`src/design/source_lexer_tokenizer_assert.svh`:
```
// Assertion helpers shared by the lexer modules.
// Each use expects clk and arst_n in scope.
`ifndef SOURCE_LEXER_TOKENIZER_ASSERT_SVH
`define SOURCE_LEXER_TOKENIZER_ASSERT_SVH

// Same-cycle implication.
`define SLT_ASSERT_NOW(label, ante, cons, msg) \
	label: assert property (@(posedge clk) disable iff (!arst_n) (ante) |-> (cons)) \
		else $error(msg);

// Next-cycle implication.
`define SLT_ASSERT_NEXT(label, ante, cons, msg) \
	label: assert property (@(posedge clk) disable iff (!arst_n) (ante) |=> (cons)) \
		else $error(msg);

`endif

```
`src/design/slt_pkg.sv`:
```
package slt_pkg;

	typedef enum logic [2:0] {
		MODE_IDLE,
		MODE_NUM,
		MODE_BADID,
		MODE_IDENT,
		MODE_OPER
	} scan_mode_t;

	typedef enum logic [3:0] {
		CLS_INT         = 4'd0,
		CLS_FLOAT       = 4'd1,
		CLS_IDENT       = 4'd2,
		CLS_KEYWORD     = 4'd3,
		CLS_DELIM       = 4'd4,
		CLS_OPER        = 4'd5,
		CLS_COMMENT     = 4'd6,
		CLS_BAD_IDENT   = 4'd7,
		CLS_MULTI_POINT = 4'd8,
		CLS_BAD_CHAR    = 4'd9
	} token_class_t;

	localparam int KEYWORD_COUNT = 8;
	localparam int PREFIX_BYTES  = 5;
	localparam int OUTQ_DEPTH    = 4;
	localparam int OUTQ_AW       = 2;

	typedef logic [8*PREFIX_BYTES-1:0] prefix_t;

	// Keywords packed big-endian, first character in the high byte.
	localparam prefix_t KW_TEXT [KEYWORD_COUNT] = '{
		40'h0000006966,     // if
		40'h00656C7365,     // else
		40'h0000666F72,     // for
		40'h7768696C65,     // while
		40'h000000646F,     // do
		40'h0000696E74,     // int
		40'h0072656164,     // read
		40'h7772697465      // write
	};
	localparam logic [2:0] KW_LEN [KEYWORD_COUNT] = '{
		3'd2, 3'd4, 3'd3, 3'd5, 3'd2, 3'd3, 3'd4, 3'd5
	};

	typedef struct packed {
		token_class_t token_class;
		logic [2:0]   keyword_number;
		logic [31:0]  start_position;
		logic [15:0]  token_length;
		logic [31:0]  line_number;
		logic         pad_leading_zero;
		logic         pad_trailing_zero;
		logic         last_of_run;
	} token_t;

	// Results of one accepted item, in order, bound for the output queue.
	typedef struct packed {
		logic [1:0] count;
		token_t     first;
		token_t     second;
	} push_t;

	function automatic logic is_digit(logic [7:0] c);
		return (c >= "0") && (c <= "9");
	endfunction

	function automatic logic is_letter(logic [7:0] c);
		return ((c >= "a") && (c <= "z")) || ((c >= "A") && (c <= "Z")) || (c == "_");
	endfunction

	function automatic logic is_delim(logic [7:0] c);
		return (c == "(") || (c == ")") || (c == "{") || (c == "}") ||
			(c == ";") || (c == ",");
	endfunction

	function automatic logic is_op(logic [7:0] c);
		return (c == "+") || (c == "-") || (c == "*") || (c == "/") || (c == "%") ||
			(c == "=") || (c == "!") || (c == ">") || (c == "<");
	endfunction

endpackage

```
`src/design/slt_if.sv`:
```
interface slt_char_if;
	logic       valid;
	logic       ready;
	logic [7:0] char_byte;
	logic       end_marker;

	modport source (output valid, output char_byte, output end_marker, input ready);
	modport sink (input valid, input char_byte, input end_marker, output ready);
endinterface

interface slt_token_if;
	logic        valid;
	logic        ready;
	logic [3:0]  token_class;
	logic [2:0]  keyword_number;
	logic [31:0] start_position;
	logic [15:0] token_length;
	logic [31:0] line_number;
	logic        pad_leading_zero;
	logic        pad_trailing_zero;
	logic        last_of_run;

	modport source (output valid, output token_class, output keyword_number,
		output start_position, output token_length, output line_number,
		output pad_leading_zero, output pad_trailing_zero, output last_of_run,
		input ready);
	modport sink (input valid, input token_class, input keyword_number,
		input start_position, input token_length, input line_number,
		input pad_leading_zero, input pad_trailing_zero, input last_of_run,
		output ready);
endinterface

```
`src/design/slt_step.sv`:
```
module slt_step #(
	parameter int LENGTH_BITS = 16
) (
	input  logic           clk,
	input  logic           arst_n,
	input  logic           accept,
	input  logic [7:0]     char_byte,
	input  logic           end_marker,
	output slt_pkg::push_t push
);
	import slt_pkg::*;
	`include "source_lexer_tokenizer_assert.svh"

	scan_mode_t             mode_q, mode_d;
	logic [1:0]             point_count_q, point_count_d;
	logic                   began_point_q, began_point_d;
	logic                   prev_point_q, prev_point_d;
	prefix_t                prefix_q, prefix_d;
	logic [LENGTH_BITS-1:0] cur_len_q, cur_len_d, grown_len;
	logic [31:0]            tok_start_q, tok_start_d;
	logic [31:0]            char_pos_q, char_pos_d;
	logic [31:0]            line_q, line_d;
	logic [7:0]             held_op_q, held_op_d;

	logic [31:0] len_ext;
	logic [15:0] rep_len;
	token_t      fl_tok, a_tok, b_tok, base_tok;
	logic        fl_valid, kw_hit, a_valid, b_valid, do_idle;
	logic [2:0]  kw_idx;

	always_comb begin
		len_ext   = 32'(cur_len_q);
		rep_len   = (len_ext > 32'h0000FFFF) ? 16'hFFFF : len_ext[15:0];
		grown_len = (cur_len_q == '1) ? cur_len_q
			: cur_len_q + {{(LENGTH_BITS-1){1'b0}}, 1'b1};

		base_tok = '{token_class: CLS_INT, keyword_number: 3'd0,
			start_position: tok_start_q, token_length: rep_len, line_number: line_q,
			pad_leading_zero: 1'b0, pad_trailing_zero: 1'b0, last_of_run: 1'b0};

		// Keyword lookup against the stored word prefix.
		kw_hit = 1'b0;
		kw_idx = 3'd0;
		for (int i = 0; i < KEYWORD_COUNT; i++) begin
			if (!kw_hit && (32'(KW_LEN[i]) == len_ext) && (KW_TEXT[i] == prefix_q)) begin
				kw_hit = 1'b1;
				kw_idx = 3'(i);
			end
		end

		// Token closed by the pending state.
		fl_tok   = base_tok;
		fl_valid = 1'b1;
		case (mode_q)
			MODE_NUM: begin
				if (point_count_q == 2'd0) begin
					fl_tok.token_class = CLS_INT;
				end else if (point_count_q == 2'd1) begin
					fl_tok.token_class = CLS_FLOAT;
				end else begin
					fl_tok.token_class = CLS_MULTI_POINT;
				end
				if (point_count_q < 2'd2) begin
					fl_tok.pad_leading_zero  = began_point_q;
					fl_tok.pad_trailing_zero = prev_point_q;
				end
			end
			MODE_BADID: begin
				fl_tok.token_class = CLS_BAD_IDENT;
			end
			MODE_IDENT: begin
				fl_tok.token_class    = kw_hit ? CLS_KEYWORD : CLS_IDENT;
				fl_tok.keyword_number = kw_idx;
			end
			MODE_OPER: begin
				fl_tok.token_class  = CLS_OPER;
				fl_tok.token_length = 16'd1;
			end
			default: begin
				fl_valid = 1'b0;
			end
		endcase

		mode_d        = mode_q;
		point_count_d = point_count_q;
		began_point_d = began_point_q;
		prev_point_d  = prev_point_q;
		prefix_d      = prefix_q;
		cur_len_d     = cur_len_q;
		tok_start_d   = tok_start_q;
		char_pos_d    = char_pos_q;
		line_d        = line_q;
		held_op_d     = held_op_q;
		a_tok         = fl_tok;
		a_valid       = 1'b0;
		b_tok         = base_tok;
		b_valid       = 1'b0;
		do_idle       = 1'b0;

		if (accept) begin
			if (end_marker) begin
				a_valid = fl_valid;
				mode_d  = MODE_IDLE;
			end else begin
				char_pos_d = char_pos_q + 32'd1;
				case (mode_q)
					MODE_NUM: begin
						if (is_digit(char_byte)) begin
							cur_len_d    = grown_len;
							prev_point_d = 1'b0;
						end else if (char_byte == ".") begin
							cur_len_d    = grown_len;
							prev_point_d = 1'b1;
							if (point_count_q != 2'd2) begin
								point_count_d = point_count_q + 2'd1;
							end
						end else if (is_letter(char_byte)) begin
							cur_len_d = grown_len;
							mode_d    = MODE_BADID;
						end else begin
							do_idle = 1'b1;
						end
					end
					MODE_BADID: begin
						if (is_delim(char_byte) || is_op(char_byte) ||
							(char_byte == " ") || (char_byte == 8'h0A)) begin
							do_idle = 1'b1;
						end else begin
							cur_len_d = grown_len;
						end
					end
					MODE_IDENT: begin
						if (is_letter(char_byte) || is_digit(char_byte)) begin
							if (len_ext < 32'(PREFIX_BYTES)) begin
								prefix_d = {prefix_q[8*PREFIX_BYTES-9:0], char_byte};
							end
							cur_len_d = grown_len;
						end else begin
							do_idle = 1'b1;
						end
					end
					MODE_OPER: begin
						a_tok.token_length = 16'd2;
						if ((char_byte == "=") || ((char_byte == held_op_q) &&
							((char_byte == "+") || (char_byte == "-") ||
							(char_byte == "/")))) begin
							a_valid = 1'b1;
							mode_d  = MODE_IDLE;
						end else if (((held_op_q == "/") && (char_byte == "*")) ||
							((held_op_q == "*") && (char_byte == "/"))) begin
							a_tok.token_class = CLS_COMMENT;
							a_valid           = 1'b1;
							mode_d            = MODE_IDLE;
						end else begin
							a_tok   = fl_tok;
							do_idle = 1'b1;
						end
					end
					default: begin
						do_idle = 1'b1;
					end
				endcase

				// Close the pending token, then scan this byte from idle.
				if (do_idle) begin
					a_valid     = fl_valid;
					mode_d      = MODE_IDLE;
					tok_start_d = char_pos_q;
					cur_len_d   = {{(LENGTH_BITS-1){1'b0}}, 1'b1};
					b_tok.start_position = char_pos_q;
					b_tok.token_length   = 16'd1;
					if (is_digit(char_byte) || (char_byte == ".")) begin
						mode_d        = MODE_NUM;
						point_count_d = {1'b0, char_byte == "."};
						began_point_d = (char_byte == ".");
						prev_point_d  = (char_byte == ".");
					end else if (is_delim(char_byte)) begin
						b_tok.token_class = CLS_DELIM;
						b_valid           = 1'b1;
					end else if (is_op(char_byte)) begin
						mode_d    = MODE_OPER;
						held_op_d = char_byte;
					end else if (is_letter(char_byte)) begin
						mode_d   = MODE_IDENT;
						prefix_d = {{(8*PREFIX_BYTES-8){1'b0}}, char_byte};
					end else if (char_byte == " ") begin
						b_valid = 1'b0;
					end else if (char_byte == 8'h0A) begin
						if (line_q != '1) begin
							line_d = line_q + 32'd1;
						end
					end else begin
						b_tok.token_class = CLS_BAD_CHAR;
						b_valid           = 1'b1;
					end
				end
			end
		end

		// Pack results in order and flag the last one.
		push.first  = a_valid ? a_tok : b_tok;
		push.second = b_tok;
		push.second.last_of_run = 1'b1;
		if (a_valid) begin
			push.count             = b_valid ? 2'd2 : 2'd1;
			push.first.last_of_run = !b_valid;
		end else begin
			push.count             = b_valid ? 2'd1 : 2'd0;
			push.first.last_of_run = 1'b1;
		end
	end

	always_ff @(posedge clk or negedge arst_n) begin
		if (!arst_n) begin
			mode_q        <= MODE_IDLE;
			point_count_q <= 2'd0;
			began_point_q <= 1'b0;
			prev_point_q  <= 1'b0;
			prefix_q      <= '0;
			cur_len_q     <= '0;
			tok_start_q   <= 32'd0;
			char_pos_q    <= 32'd0;
			line_q        <= 32'd1;
			held_op_q     <= 8'd0;
		end else begin
			mode_q        <= mode_d;
			point_count_q <= point_count_d;
			began_point_q <= began_point_d;
			prev_point_q  <= prev_point_d;
			prefix_q      <= prefix_d;
			cur_len_q     <= cur_len_d;
			tok_start_q   <= tok_start_d;
			char_pos_q    <= char_pos_d;
			line_q        <= line_d;
			held_op_q     <= held_op_d;
		end
	end

	`SLT_ASSERT_NOW(a_line_nonzero, 1'b1, line_q != 32'd0, "line counter reached zero")
	`SLT_ASSERT_NOW(a_no_push_idle, !accept, push.count == 2'd0, "results without an item")
	`SLT_ASSERT_NOW(a_pair_last, push.count == 2'd2,
		!push.first.last_of_run && push.second.last_of_run, "bad last flag on a pair")

endmodule

```
`src/design/slt_outq.sv`:
```
module slt_outq (
	input  logic            clk,
	input  logic            arst_n,
	input  slt_pkg::push_t  push,
	input  logic            pop,
	output logic            room,
	output logic            head_valid,
	output slt_pkg::token_t head
);
	import slt_pkg::*;
	`include "source_lexer_tokenizer_assert.svh"

	token_t             entry [OUTQ_DEPTH];
	logic [OUTQ_AW-1:0] wr_q, rd_q;
	logic [OUTQ_AW:0]   count_q;

	assign room       = count_q <= (OUTQ_AW+1)'(OUTQ_DEPTH - 2);
	assign head_valid = count_q != '0;
	assign head       = entry[rd_q];

	always_ff @(posedge clk) begin
		if (push.count != 2'd0) begin
			entry[wr_q] <= push.first;
		end
		if (push.count == 2'd2) begin
			entry[OUTQ_AW'(wr_q + 1'b1)] <= push.second;
		end
	end

	always_ff @(posedge clk or negedge arst_n) begin
		if (!arst_n) begin
			wr_q    <= '0;
			rd_q    <= '0;
			count_q <= '0;
		end else begin
			wr_q    <= OUTQ_AW'(wr_q + push.count);
			rd_q    <= OUTQ_AW'(rd_q + pop);
			count_q <= (OUTQ_AW+1)'(count_q + push.count - pop);
		end
	end

	`SLT_ASSERT_NOW(a_no_overflow, push.count != 2'd0,
		(4'(count_q) + 4'(push.count)) <= 4'(OUTQ_DEPTH), "result queue overflow")
	`SLT_ASSERT_NEXT(a_hold_count, (push.count == 2'd0) && !pop, $stable(count_q),
		"queue count moved while idle")
	`SLT_ASSERT_NOW(a_pop_has_head, pop, head_valid, "pop from an empty queue")

endmodule

```
`src/design/source_lexer_tokenizer.sv`:
```
// Character lexer for a small C subset. Takes one source byte (or an end
// marker) per item on chars and returns tokens on tokens, each as class,
// keyword index, start offset, length, line number and number pad flags;
// last_of_run marks the final token caused by one input item. A new byte is
// accepted every cycle while chars.ready is high: the scanner state and the
// classification of the byte are one short step of logic, and the one or two
// tokens a byte completes are written straight into a four-entry result
// queue, which registers them before they appear on the output. chars.ready
// drops only while the queue has fewer than two free entries, so a byte that
// ends two tokens at once always finds room for both; a steady stream whose
// consumer always takes tokens runs at one byte per cycle. No clearing pass
// after reset.
module source_lexer_tokenizer #(
	parameter int LENGTH_BITS = 16
) (
	input logic               clk,
	input logic               arst_n,
	slt_char_if.sink          chars,
	slt_token_if.source       tokens
);
	import slt_pkg::*;

	logic   accept, room, head_valid, pop;
	push_t  push;
	token_t head;

	// Take a byte whenever the queue can hold the worst case of two tokens.
	assign chars.ready = room;
	assign accept      = chars.valid && room;
	assign pop         = head_valid && tokens.ready;

	slt_step #(
		.LENGTH_BITS(LENGTH_BITS)
	) u_step (
		.clk        (clk),
		.arst_n     (arst_n),
		.accept     (accept),
		.char_byte  (chars.char_byte),
		.end_marker (chars.end_marker),
		.push       (push)
	);

	slt_outq u_outq (
		.clk        (clk),
		.arst_n     (arst_n),
		.push       (push),
		.pop        (pop),
		.room       (room),
		.head_valid (head_valid),
		.head       (head)
	);

	// Drive the token channel from the queue head.
	assign tokens.valid             = head_valid;
	assign tokens.token_class       = head.token_class;
	assign tokens.keyword_number    = head.keyword_number;
	assign tokens.start_position    = head.start_position;
	assign tokens.token_length      = head.token_length;
	assign tokens.line_number       = head.line_number;
	assign tokens.pad_leading_zero  = head.pad_leading_zero;
	assign tokens.pad_trailing_zero = head.pad_trailing_zero;
	assign tokens.last_of_run       = head.last_of_run;

endmodule
```
`src/flat_wrapper.sv`:
```
// flat-port wrapper written by rule: the top's interface ports become plain ports
module source_lexer_tokenizer_flat import slt_pkg::*;
#(
	parameter int LENGTH_BITS = 16
)
  (clk, arst_n, chars_valid, chars_char_byte, chars_end_marker, chars_ready, tokens_valid, tokens_token_class, tokens_keyword_number, tokens_start_position, tokens_token_length, tokens_line_number, tokens_pad_leading_zero, tokens_pad_trailing_zero, tokens_last_of_run, tokens_ready);
  slt_char_if chars_i ();
  slt_token_if tokens_i ();
  input logic clk;
  input logic arst_n;
  input wire logic [$bits(chars_i.valid)-1:0] chars_valid;
  input wire logic [$bits(chars_i.char_byte)-1:0] chars_char_byte;
  input wire logic [$bits(chars_i.end_marker)-1:0] chars_end_marker;
  output wire logic [$bits(chars_i.ready)-1:0] chars_ready;
  output wire logic [$bits(tokens_i.valid)-1:0] tokens_valid;
  output wire logic [$bits(tokens_i.token_class)-1:0] tokens_token_class;
  output wire logic [$bits(tokens_i.keyword_number)-1:0] tokens_keyword_number;
  output wire logic [$bits(tokens_i.start_position)-1:0] tokens_start_position;
  output wire logic [$bits(tokens_i.token_length)-1:0] tokens_token_length;
  output wire logic [$bits(tokens_i.line_number)-1:0] tokens_line_number;
  output wire logic [$bits(tokens_i.pad_leading_zero)-1:0] tokens_pad_leading_zero;
  output wire logic [$bits(tokens_i.pad_trailing_zero)-1:0] tokens_pad_trailing_zero;
  output wire logic [$bits(tokens_i.last_of_run)-1:0] tokens_last_of_run;
  input wire logic [$bits(tokens_i.ready)-1:0] tokens_ready;
  assign chars_i.valid = chars_valid;
  assign chars_i.char_byte = chars_char_byte;
  assign chars_i.end_marker = chars_end_marker;
  assign chars_ready = chars_i.ready;
  assign tokens_valid = tokens_i.valid;
  assign tokens_token_class = tokens_i.token_class;
  assign tokens_keyword_number = tokens_i.keyword_number;
  assign tokens_start_position = tokens_i.start_position;
  assign tokens_token_length = tokens_i.token_length;
  assign tokens_line_number = tokens_i.line_number;
  assign tokens_pad_leading_zero = tokens_i.pad_leading_zero;
  assign tokens_pad_trailing_zero = tokens_i.pad_trailing_zero;
  assign tokens_last_of_run = tokens_i.last_of_run;
  assign tokens_i.ready = tokens_ready;
  source_lexer_tokenizer #(.LENGTH_BITS(LENGTH_BITS)) u_core (.clk(clk), .arst_n(arst_n), .chars(chars_i), .tokens(tokens_i));
endmodule
```
`config.mk`:
```
export PLATFORM = sky130hd
export DESIGN_NAME = source_lexer_tokenizer_flat
export DESIGN_NICKNAME = d
export VERILOG_FILES = /design/src/design/slt_pkg.sv /design/src/design/slt_if.sv /design/src/design/slt_step.sv /design/src/design/slt_outq.sv /design/src/design/source_lexer_tokenizer.sv /design/src/flat_wrapper.sv
export VERILOG_INCLUDE_DIRS = /design/src /design/src/design
export SDC_FILE = /design/constraint.sdc
export NUM_CORES = 1
export LEC_CHECK = 0
export BUFFER_PORTS_ARGS = -buffer_cell sky130_fd_sc_hd__buf_2
export CAP_MARGIN = 20
export CORE_ASPECT_RATIO = 0.7
export CORE_UTILIZATION = 56
export CTS_CLUSTER_DIAMETER = 40
export DETAILED_ROUTE_END_ITERATION = 6
export PLACE_DENSITY = 0.76
export SYNTH_ARGS = -nofsm -noshare
export SYNTH_HDL_FRONTEND = slang
export SYNTH_SLANG_ARGS = --single-unit
```
`constraint.sdc`:
```
create_clock -name clk -period 5.78 [get_ports clk]
set_input_delay 1.156 -clock clk [delete_from_list [all_inputs] [get_ports clk]]
set_output_delay 1.156 -clock clk [all_outputs]
set_load 0.02 [all_outputs]
```
# After elaboration in Yosys (flattened, before gate mapping)
# Memory sizes are Yosys's and may differ from the RTL's.
# Cells that the tools add are included.
[op_classes]
add_sub_neg = 9
n_lt_le_gt_ge = 9
eq_ne = 50
n_mux = 115
n_bitwise = 6
n_reduce_logical = 67
[ops]
columns = ["op", "count"]
rows = [
  ["$mux 90", 5],
  ["$mux 40", 8],
  ["$mux 48", 3],
  ["$eq 8x6->1 const B", 17],
  ["$mux 16", 8],
  ["$eq 15x40->1 const A", 2],
  ["$eq 23x40->1 const A", 2],
  ["$eq 31x40->1 const A", 2],
  ["$eq 39x40->1 const A", 2],
  ["$add 32x1->32 const B", 2],
  ["$mux 3", 17],
  ["$mux 51", 1],
  ["$mux 4", 12],
  ["$pmux 16 s3", 1],
  ["$mux 1", 46],
  ["$eq 2x16->1 const A", 2],
  ["$eq 3x16->1 const A", 2],
  ["$ne 32x32->1 const B", 1],
  ["$eq 8x7->1 const B", 3],
  ["$logic_and 1x1->1", 23],
  ["$logic_or 1x1->1", 23],
  ["$mux 2", 11],
  ["$reduce_and 6->1", 3],
  ["$add 16x1->16 const B", 1],
  ["other kinds (38)", 59],
]
[totals]
reg_bits = 174
ram_bits = 360
output_inout_bits = 92
word_cells = 270
n_memories = 1
[memory_table]
columns = ["memory", "depth", "word_bits", "read_ports", "rd_clocked_by_memory_dff", "wr", "line", "rtl"]
rows = [
  ["u_core.u_outq.entry", 4, 90, 1, 0, 2, "slt_outq.sv:13", "token_t entry [OUTQ_DEPTH];"],
]

# Longest topological paths before layout
# Gate-level depths: netlist (run 1).
[logic_depth]
depth_word = 39
ltp_mapped = 21
mapped_depth_nobuf = 16

# Hierarchy
# Synthesis (run 1) repeated with hierarchy kept, for this count alone.
[unflattened]
cells_unflattened = 1901
hier_area_um2 = 27132.3
[modules_own_cells]
columns = ["mod", "instances", "cells_each", "area_per_inst_um2"]
rows = [
  ["slt_outq", 1, 909, 17792.1],
  ["slt_step", 1, 990, 9327.7],
  ["source_lexer_tokenizer", 1, 2, 12.5],
]

# Least setup slack after synthesis (run 1)
# Ideal clock, no wire load.
[synth_path]
path_type = "in2reg"
start = "input chars_char_byte[4]"
end = "memory u_core.u_outq.entry[2][10] (netlist bit) (enable)"
setup_ns = 0.477
t_arrival_ns = 6.981
t_required_ns = 5.303
setup_slack_ns = -1.678
cell_stages = 17
path_cell_list = "buf_2 -> nor4bb_1 -> a32oi_1 -> o211ai_1 -> or3_1 -> a31oi_4 -> nor2_2 -> buf_6 -> buf_2 -> nand2_1 -> or2_2 -> ha_1 -> or3b_2 -> and2_1 -> clkbuf_1 -> inv_1 -> clkbuf_1"
[synth_lines]
columns = ["element", "line", "rtl"]
rows = [
  ["start, declared", "flat_wrapper.sv:12", "input wire logic [$bits(chars_i.char_byte)-1:0] chars_char_byte;"],
  ["end, declared", "slt_outq.sv:13", ""],
]

==> results.txt, run 1 <==
Critical path class = in -> reg
Die Footprint = 44,900 um2
Htree depth = 2
Final Cycle Share = 85.0%
I/O Pins = 105
Gpl congestion = 0.928
Max Fclk = 204 MHz
Die Y = 178 um
Max Cap Viol = 0
PD cells = 414 nW/um2
IO Port Bufs = 104
Root buf cell = clkbuf_16
Antenna Cells = 0
Sw frac = 32.7%
Max_slew headroom = 29.3%
Vias in the first global route = 15,600
Post-synthesis mux area share = 8.80%
Drt via density = 6.16
Iter 0 DRT Violations = 1,426
Setup crit end kind = flip-flop
Vias = 15,600
Synth Area in Adders = 0.943%
Sw Pwr = 3740 uW
Hold-fix buffers at CTS = 0
Dominant synthesized flop cell = edfxtp_1
DRC Markers = 0
Worst VDD drop = 0.000287 V
Seq pwr share = 42.1%
Post-synthesis compound-gate area fraction = 9.44%
Largest family of logic cells by synthesized area = simple AND/OR/NAND/NOR gates
Deepest clock path buffer count = 3
Worst Path Required = 6.12 ns
Hold Vio Cnt, Final = 0
Share of layout cells above drive strength 1 = 19.4%
GRT Overall Usage = 26.0%
Mean area per synthesized cell = 13.4 um2
RSZ-0062 raised after global routing = no
Post-CTS Setup Bufs = 0
Commonest non-fill, non-tap cell in the layout = edfxtp_1
Pin count of the biggest net entering global routing = 115
Synth top area share = 40.4%
Synth area leader = edfxtp_1
Max-slew violations = 0
Final ANT Viol Nets = 0
Pint = 7700 uW
Starting density of the core = 57.6%
Clock sink count = 534
Die width = 253 um
Simple-Gate Fraction of Synth Area = 14.6%
Register area = 14,900 um2
Post-synthesis xor/xnor area fraction = 2.98%
First-pass GRT wire length = 89,700 um
Nets = 1,941
WL/cell = 22.5 um
Final WS setup = 0.867 ns
Multi-input gate area = 9080 um2
Minimum clock period = 4.91 ns
Placed Cells = 2,437
Outcome = finished clean
Critical Path Start Type = input pin
Mapped Cells = 1,844
Synth-to-layout area growth = 11.9%
Syn. warnings = 0
Min-delay worst type = reg -> reg
CTS tree = yes
Synth area leaders = edfxtp_1, dfrtp_1, mux4_2, a22o_1, and2_1
FP Rows = 63
Dpl hpwl = 34,800 um
Worst-margin pin slew = 1.05 ns
Sequential-to-total area share from yosys stat = 60.3%
CTS Buf Count = 55
Area of the mapped netlist = 24,700 um2
Most frequent cells in the layout = edfxtp_1, nand2_1, and2_1
Initial antenna violation count = 0
Setup TNS = 0 ns
Post-synth net total = 1,875
Final WL = 57,100 um
Async set or reset register ratio after synthesis = 32.6%
Clock latency on the worst-skew pair = 0.59 ns
Skew final = 0.0197 ns
Number of synthesized flops with an enable pin = 332
Gr ovfl total = 0
Dpl ws = 0.190 ns
# resized after CTS = 0
Core ar. = 42,900 um2
Clk network pwr share = 31.4%
Clock transition at path regs = 0.07 ns
1st-pass router iterations = 5
Cell leakage power = 0.0105 uW
Hold Slack = 0.456 ns
#FFs+latches synth = 534
Yosys cell types = 87
CP Max Fanout = 32
CP arrival = 5.25 ns
Fillers = 3,148
Setup violators final = 0
Combinational Power Share = 26.5%
Post-route insts no fill = 2,541
==> power groups by stage <==
stage / Sequential, uW / Combinational (uW) / Clock [uW]
after floorplan: 4630 / 2220 / 0
after global placement: 4870 / 3020 / 0
after detailed placement: 4890 / 3050 / 0
after CTS: 4820 / 3060 / 3630
after global routing: 4870 / 3230 / 3780
final: 4820 / 3030 / 3590
==> per-stage QoR <==
step / cell area, um2 / utilization [%] / power (uW)
finish: 27600 / 64.5 / 11400
global route: 27600 / 64.5 / 11900
CTS: 27600 / 64.4 / 11500
detailed placement: 25800 / 60.1 / 7940
global placement: 25700 / 60.0 / 7890
floorplan: 24700 / - / 6850
==> cell type report <==
cell class	count	share of cell area (%)
timing repair buffer	145	3.53
multi-input combinational	1147	32.9
tap	585	2.65
clock buffer	66	5.36
sequential	534	53.9
inverter	27	0.403
clock inverter	37	1.31
==> state kept, by name, indices dropped and copies added, names as in the netlist <==
| name | flops |
|---|---|
| u_core.u_outq.count_q | 3 |
| u_core.u_outq.entry | 360 |
| u_core.u_outq.rd_q | 2 |
| u_core.u_outq.wr_q | 2 |
| u_core.u_step.began_point_q | 1 |
| u_core.u_step.char_pos_q | 32 |
| u_core.u_step.cur_len_q | 16 |
| u_core.u_step.held_op_q | 8 |
| u_core.u_step.line_q | 32 |
| u_core.u_step.mode_q | 3 |
| u_core.u_step.point_count_q | 2 |
| u_core.u_step.prefix_q | 40 |
| u_core.u_step.prev_point_q | 1 |
| u_core.u_step.tok_start_q | 32 |
==> worst max-delay path, cell delays in order <==
cell,delay (ns)
buf_2,0.15
or4b_4,0.54
or4_1,0.70
nor2_8,0.19
o311ai_4,0.13
a31oi_4,0.23
nor2_4,0.04
nand2_1,0.08
or2_2,0.11
ha_1,0.27
nor2_1,0.08
and2_1,0.19
nor2_1,0.26
inv_4,0.06
o21ai_1,0.33
o22ai_4,0.14
buf_4,0.31
a22o_1,0.25
==> path summary, 6_finish.rpt <==
kind | cells past startpoint | slack, ns | end | from
min in group asynchronous | 1 | 0.59 | u_core.u_step.char_pos_q[18] | arst_n
max in group asynchronous | 2 | 3.92 | u_core.u_outq.rd_q[0] | arst_n
worst max-delay path | 18 | 0.87 | u_core.u_outq.entry[1][80] | chars_char_byte[7]
worst min-delay path | 2 | 0.46 | u_core.u_outq.entry[1][83] | u_core.u_outq.entry[1][83]
worst max register to register | 11 | 1.39 | u_core.u_outq.entry[3][82] | u_core.u_step.mode_q[1]
worst min register to register | 2 | 0.46 | u_core.u_outq.entry[1][83] | u_core.u_outq.entry[1][83]
==> routing by layer <==
metal | part of all wire, % | routed length, um | track usage [%] | vias up
li1 | - | - | - | 7037
met1 | 44 | 25000 | 37.9 | 7908
met2 | 47 | 26600 | 40.8 | 617
met3 | 8.0 | 4590 | 5.10 | 84
met4 | 1.7 | 952 | 5.68 | 0
met5 | 0 | 0 | 0 | -
==> kinds of logic after synthesis <==
family / after synthesis
buffers and inverters: 163
multiplexers: 103
AO/OA/AOI/OAI: 285
adder cells (fa/ha/maj): 18
flip-flops: 534
AND/OR/NAND/NOR: 657
XOR/XNOR: 84
==> Yosys cell counts, drive strengths merged, types with 17 or more instances <==
master  count
nor2       70
a22o      160
buf        64
a21oi      20
xnor2      54
inv        27
ha         17
clkbuf     72
o21ai      50
xor2       30
mux4       90
nor3       23
and2      177
dfrtp     173
and3       24
nand3      42
dfxtp      28
nand2     185
o22ai      17
nand4      25
edfxtp    332
Note: power is estimated with default switching activity, not from simulation.
==> run 2, diff against run 1 <==
Settings changed: ABC_AREA set to 1.
==> run 2 against run 1 <==
- the run now ends with design-rule violations left
- first-iteration DRC count increased by 85%
- hold slack got worse by 0.0031 ns
- non-clock buffer count increased by 2
- clock power increased by 3%
- critical endpoint is now tokens_start_position[20]
- highest routed layer is now met5
==> results.txt, run 2 <==
Outcome = finished with violations
Failing checks = design-rule violations
Hold Vio Cnt, Final = 0
Placed Cells = 3,645
Worst Path Required = 4.62 ns
RSZ-0062 raised after global routing = no
# resized after CTS = 0
Synth area leaders = edfxtp_1, dfrtp_1, o21ai_0, nor2_1, nand2_1
Final Cycle Share = 77.2%
Kind of cell adding the most delay to the critical path = buffers and inverters
Max_slew headroom = 25.4%
Post-synth net total = 3,083
Largest register FFs = 360
WL/cell = 20.3 um
Skew final = 0.0191 ns
CP bufs+invs = 3
Multi-input gate area = 10,400 um2
Commonest non-fill, non-tap cell in the layout = nor2_1
Post-route design area = 29,800 um2
Reg2reg start = u_core.u_step.mode_q[0]
Drt via density = 6.15
Min-delay worst type = reg -> reg
Htree depth = 2
Final WL = 76,100 um
Syn. warnings = 0
Core ar. = 46,800 um2
Max-slew violations = 0
GRT Overall Usage = 31.1%
Synth top area share = 37.2%
Async set or reset register ratio after synthesis = 32.6%
Nets = 3,125
#FFs+latches synth = 534
1st-pass router iterations = 7
Gr ovfl total = 0
Clock transition at path regs = 0.06 ns
Setup crit end kind = output port
Cell leakage power = 0.0120 uW
CTS tree = yes
Register area = 14,900 um2
Starting density of the core = 57.3%
Most frequent cells after synthesis = nor2_1, o21ai_0, nand2_1
Minimum clock period = 4.46 ns
Post-DP Area = 27,900 um2
PD cells = 471 nW/um2
Die Footprint = 48,800 um2
Final ANT Viol Nets = 0
First-pass GRT wire length = 120,000 um
Most frequent cells in the layout = nor2_1, o21ai_0, nand2_1
Setup TNS = 0 ns
Synth area leader = edfxtp_1
Dominant synthesized flop cell = edfxtp_1
Top Registers = u_core.u_outq.entry: 360 flops, u_core.u_step.prefix_q: 40 flops
DRC Markers = 4
Vias = 23,100
Worst-margin pin slew = 1.12 ns
Mean area per synthesized cell = 8.79 um2
Reg with most FFs = u_core.u_outq.entry
IO Port Bufs = 104
Initial antenna violation count = 2
CP Launch Point = u_core.u_outq.rd_q[0]
Area of the mapped netlist = 26,800 um2
FP Rows = 66
Setup violators final = 0
Number of synthesized flops with an enable pin = 332
Slowest library cell on the worst path = dfrtp_4
Critical path class = reg -> out
Root buf cell = clkbuf_16
Share of layout cells above drive strength 1 = 10.4%
I/O Pins = 105
Worst VDD drop = 0.000332 V
Die Y = 185 um
Hold path startpoint = u_core.u_outq.entry[1][1]
Post-CTS Setup Bufs = 0
Post-route insts no fill = 3,756
Clock latency on the worst-skew pair = 0.62 ns
Hold-fix buffers at CTS = 0
Top-count cell post-synth = nor2_1
Max Fclk = 224 MHz
Gpl congestion = 0.960
CTS Buf Count = 57
Max Cap Viol = 0
Vias in the first global route = 22,400
Sequential-to-total area share from yosys stat = 55.5%
Synth-to-layout area growth = 11.2%
CP Max Fanout = 67
Mapped Cells = 3,052
Deepest clock path buffer count = 3
Crit-path cells = inv_4 -> buf_4 -> o21ai_0 -> o22ai_1 -> buf_2
Delay of the slowest critical-path stage = 0.73 ns
Iter 0 DRT Violations = 2,645
Fillers = 3,789
Dpl hpwl = 46,700 um
Clock sink count = 534
Yosys cell types = 55
Critical Path Start Type = flip-flop
Pin count of the biggest net entering global routing = 175
Die width = 264 um
CP arrival = 3.30 ns
run 2: changes by cell type after synthesis, moves of 33 or more:
cell      previous run  this run
nor2_1              65       487
o22ai_1              7       118
inv_1               26       240
nand2_1            184       425
xnor2_1             54        15
mux4_2              90         0
and2_1             177         0
nand3_1             41       271
clkbuf_1            70       125
a22o_1             160         0
xor2_1              30        63
o21ai_0             48       464
run 2: cell families (layout without fill, tap and decap cells):
| group | count (synthesis) | in the layout | synth area share [%] |
|---|---|---|---|
| AOI/OAI and AO/OA | 689 | 689 | 14.0 |
| muxes | 1 | 1 | 0.0373 |
| and+or+nand+nor | 1316 | 1316 | 20.9 |
| adders and majority gates | 18 | 18 | 0.868 |
| DFF | 534 | 534 | 55.5 |
| buffers and inverters | 416 | 507 | 6.12 |
| xor gates and xnor gates | 78 | 78 | 2.55 |
| other | 0 | 1 | 0 |
run 2: layout make-up:
type / count / share of cell area (%)
flip-flops and latches: 534 / 49.9
multi-input cells: 2102 / 34.7
clock buffers: 79 / 5.48
repair buffers: 147 / 3.21
inverters: 252 / 3.18
well taps: 612 / 2.57
clock inverters: 29 / 0.919
diodes: 1 / 0.00839
run 2: worst register-to-register path: stages (launching register included):
cell and delay (ns):
dfrtp_1 0.46, o21ai_0 0.59, nand2_1 0.13, nand2_1 0.10
inv_1 0.04, nand2_1 0.06, inv_2 0.06, nand2_4 0.17
nand2_4 0.06, nor3_1 0.31, inv_1 0.08, ha_1 0.28
nor3_2 0.26, inv_1 0.19, nand2_4 0.48, inv_1 0.13
buf_4 0.28, nor2_1 0.17
run 2: metrics by stage:
step	utilization, %	power (uW)	setup slack (ns)	hold slack (ns)
after global placement	59.5	10100	1.08	0.433
after global routing	63.7	14800	1.06	0.471
after CTS	63.6	14000	1.34	0.450
after detailed placement	59.5	10300	0.894	0.436
final	63.7	14100	1.32	0.453
after floorplan	-	8570	0.132	0.421
run 2: final timing paths:
check / to / slack, ns / depth (start not counted)
max: tokens_start_position[20] / 1.32 / 5
min: u_core.u_outq.entry[1][1] / 0.45 / 2
max reg2reg: u_core.u_outq.entry[1][26] / 1.80 / 17
min reg2reg: u_core.u_outq.entry[1][1] / 0.45 / 2
max in group asynchronous: u_core.u_step.tok_start_q[18] / 4.30 / 2
min in group asynchronous: u_core.u_step.prefix_q[23] / 0.65 / 2
run 2: report_power, final:
part	total [uW]	switching (uW)	internal [uW]
combinational	5320	3900	1420
clock	3690	1620	2070
sequential	5050	389	4660
total	14100	5910	8150
run 2: metal layers:
metal	routed length, um	up-vias	global-route usage, %	part of all wire, %
li1	-	10600	-	-
met1	32100	11000	43.9	42
met2	34000	1311	48.9	45
met3	8140	183	5.50	11
met4	1900	2	10.6	2.5
met5	13	-	0	0.017
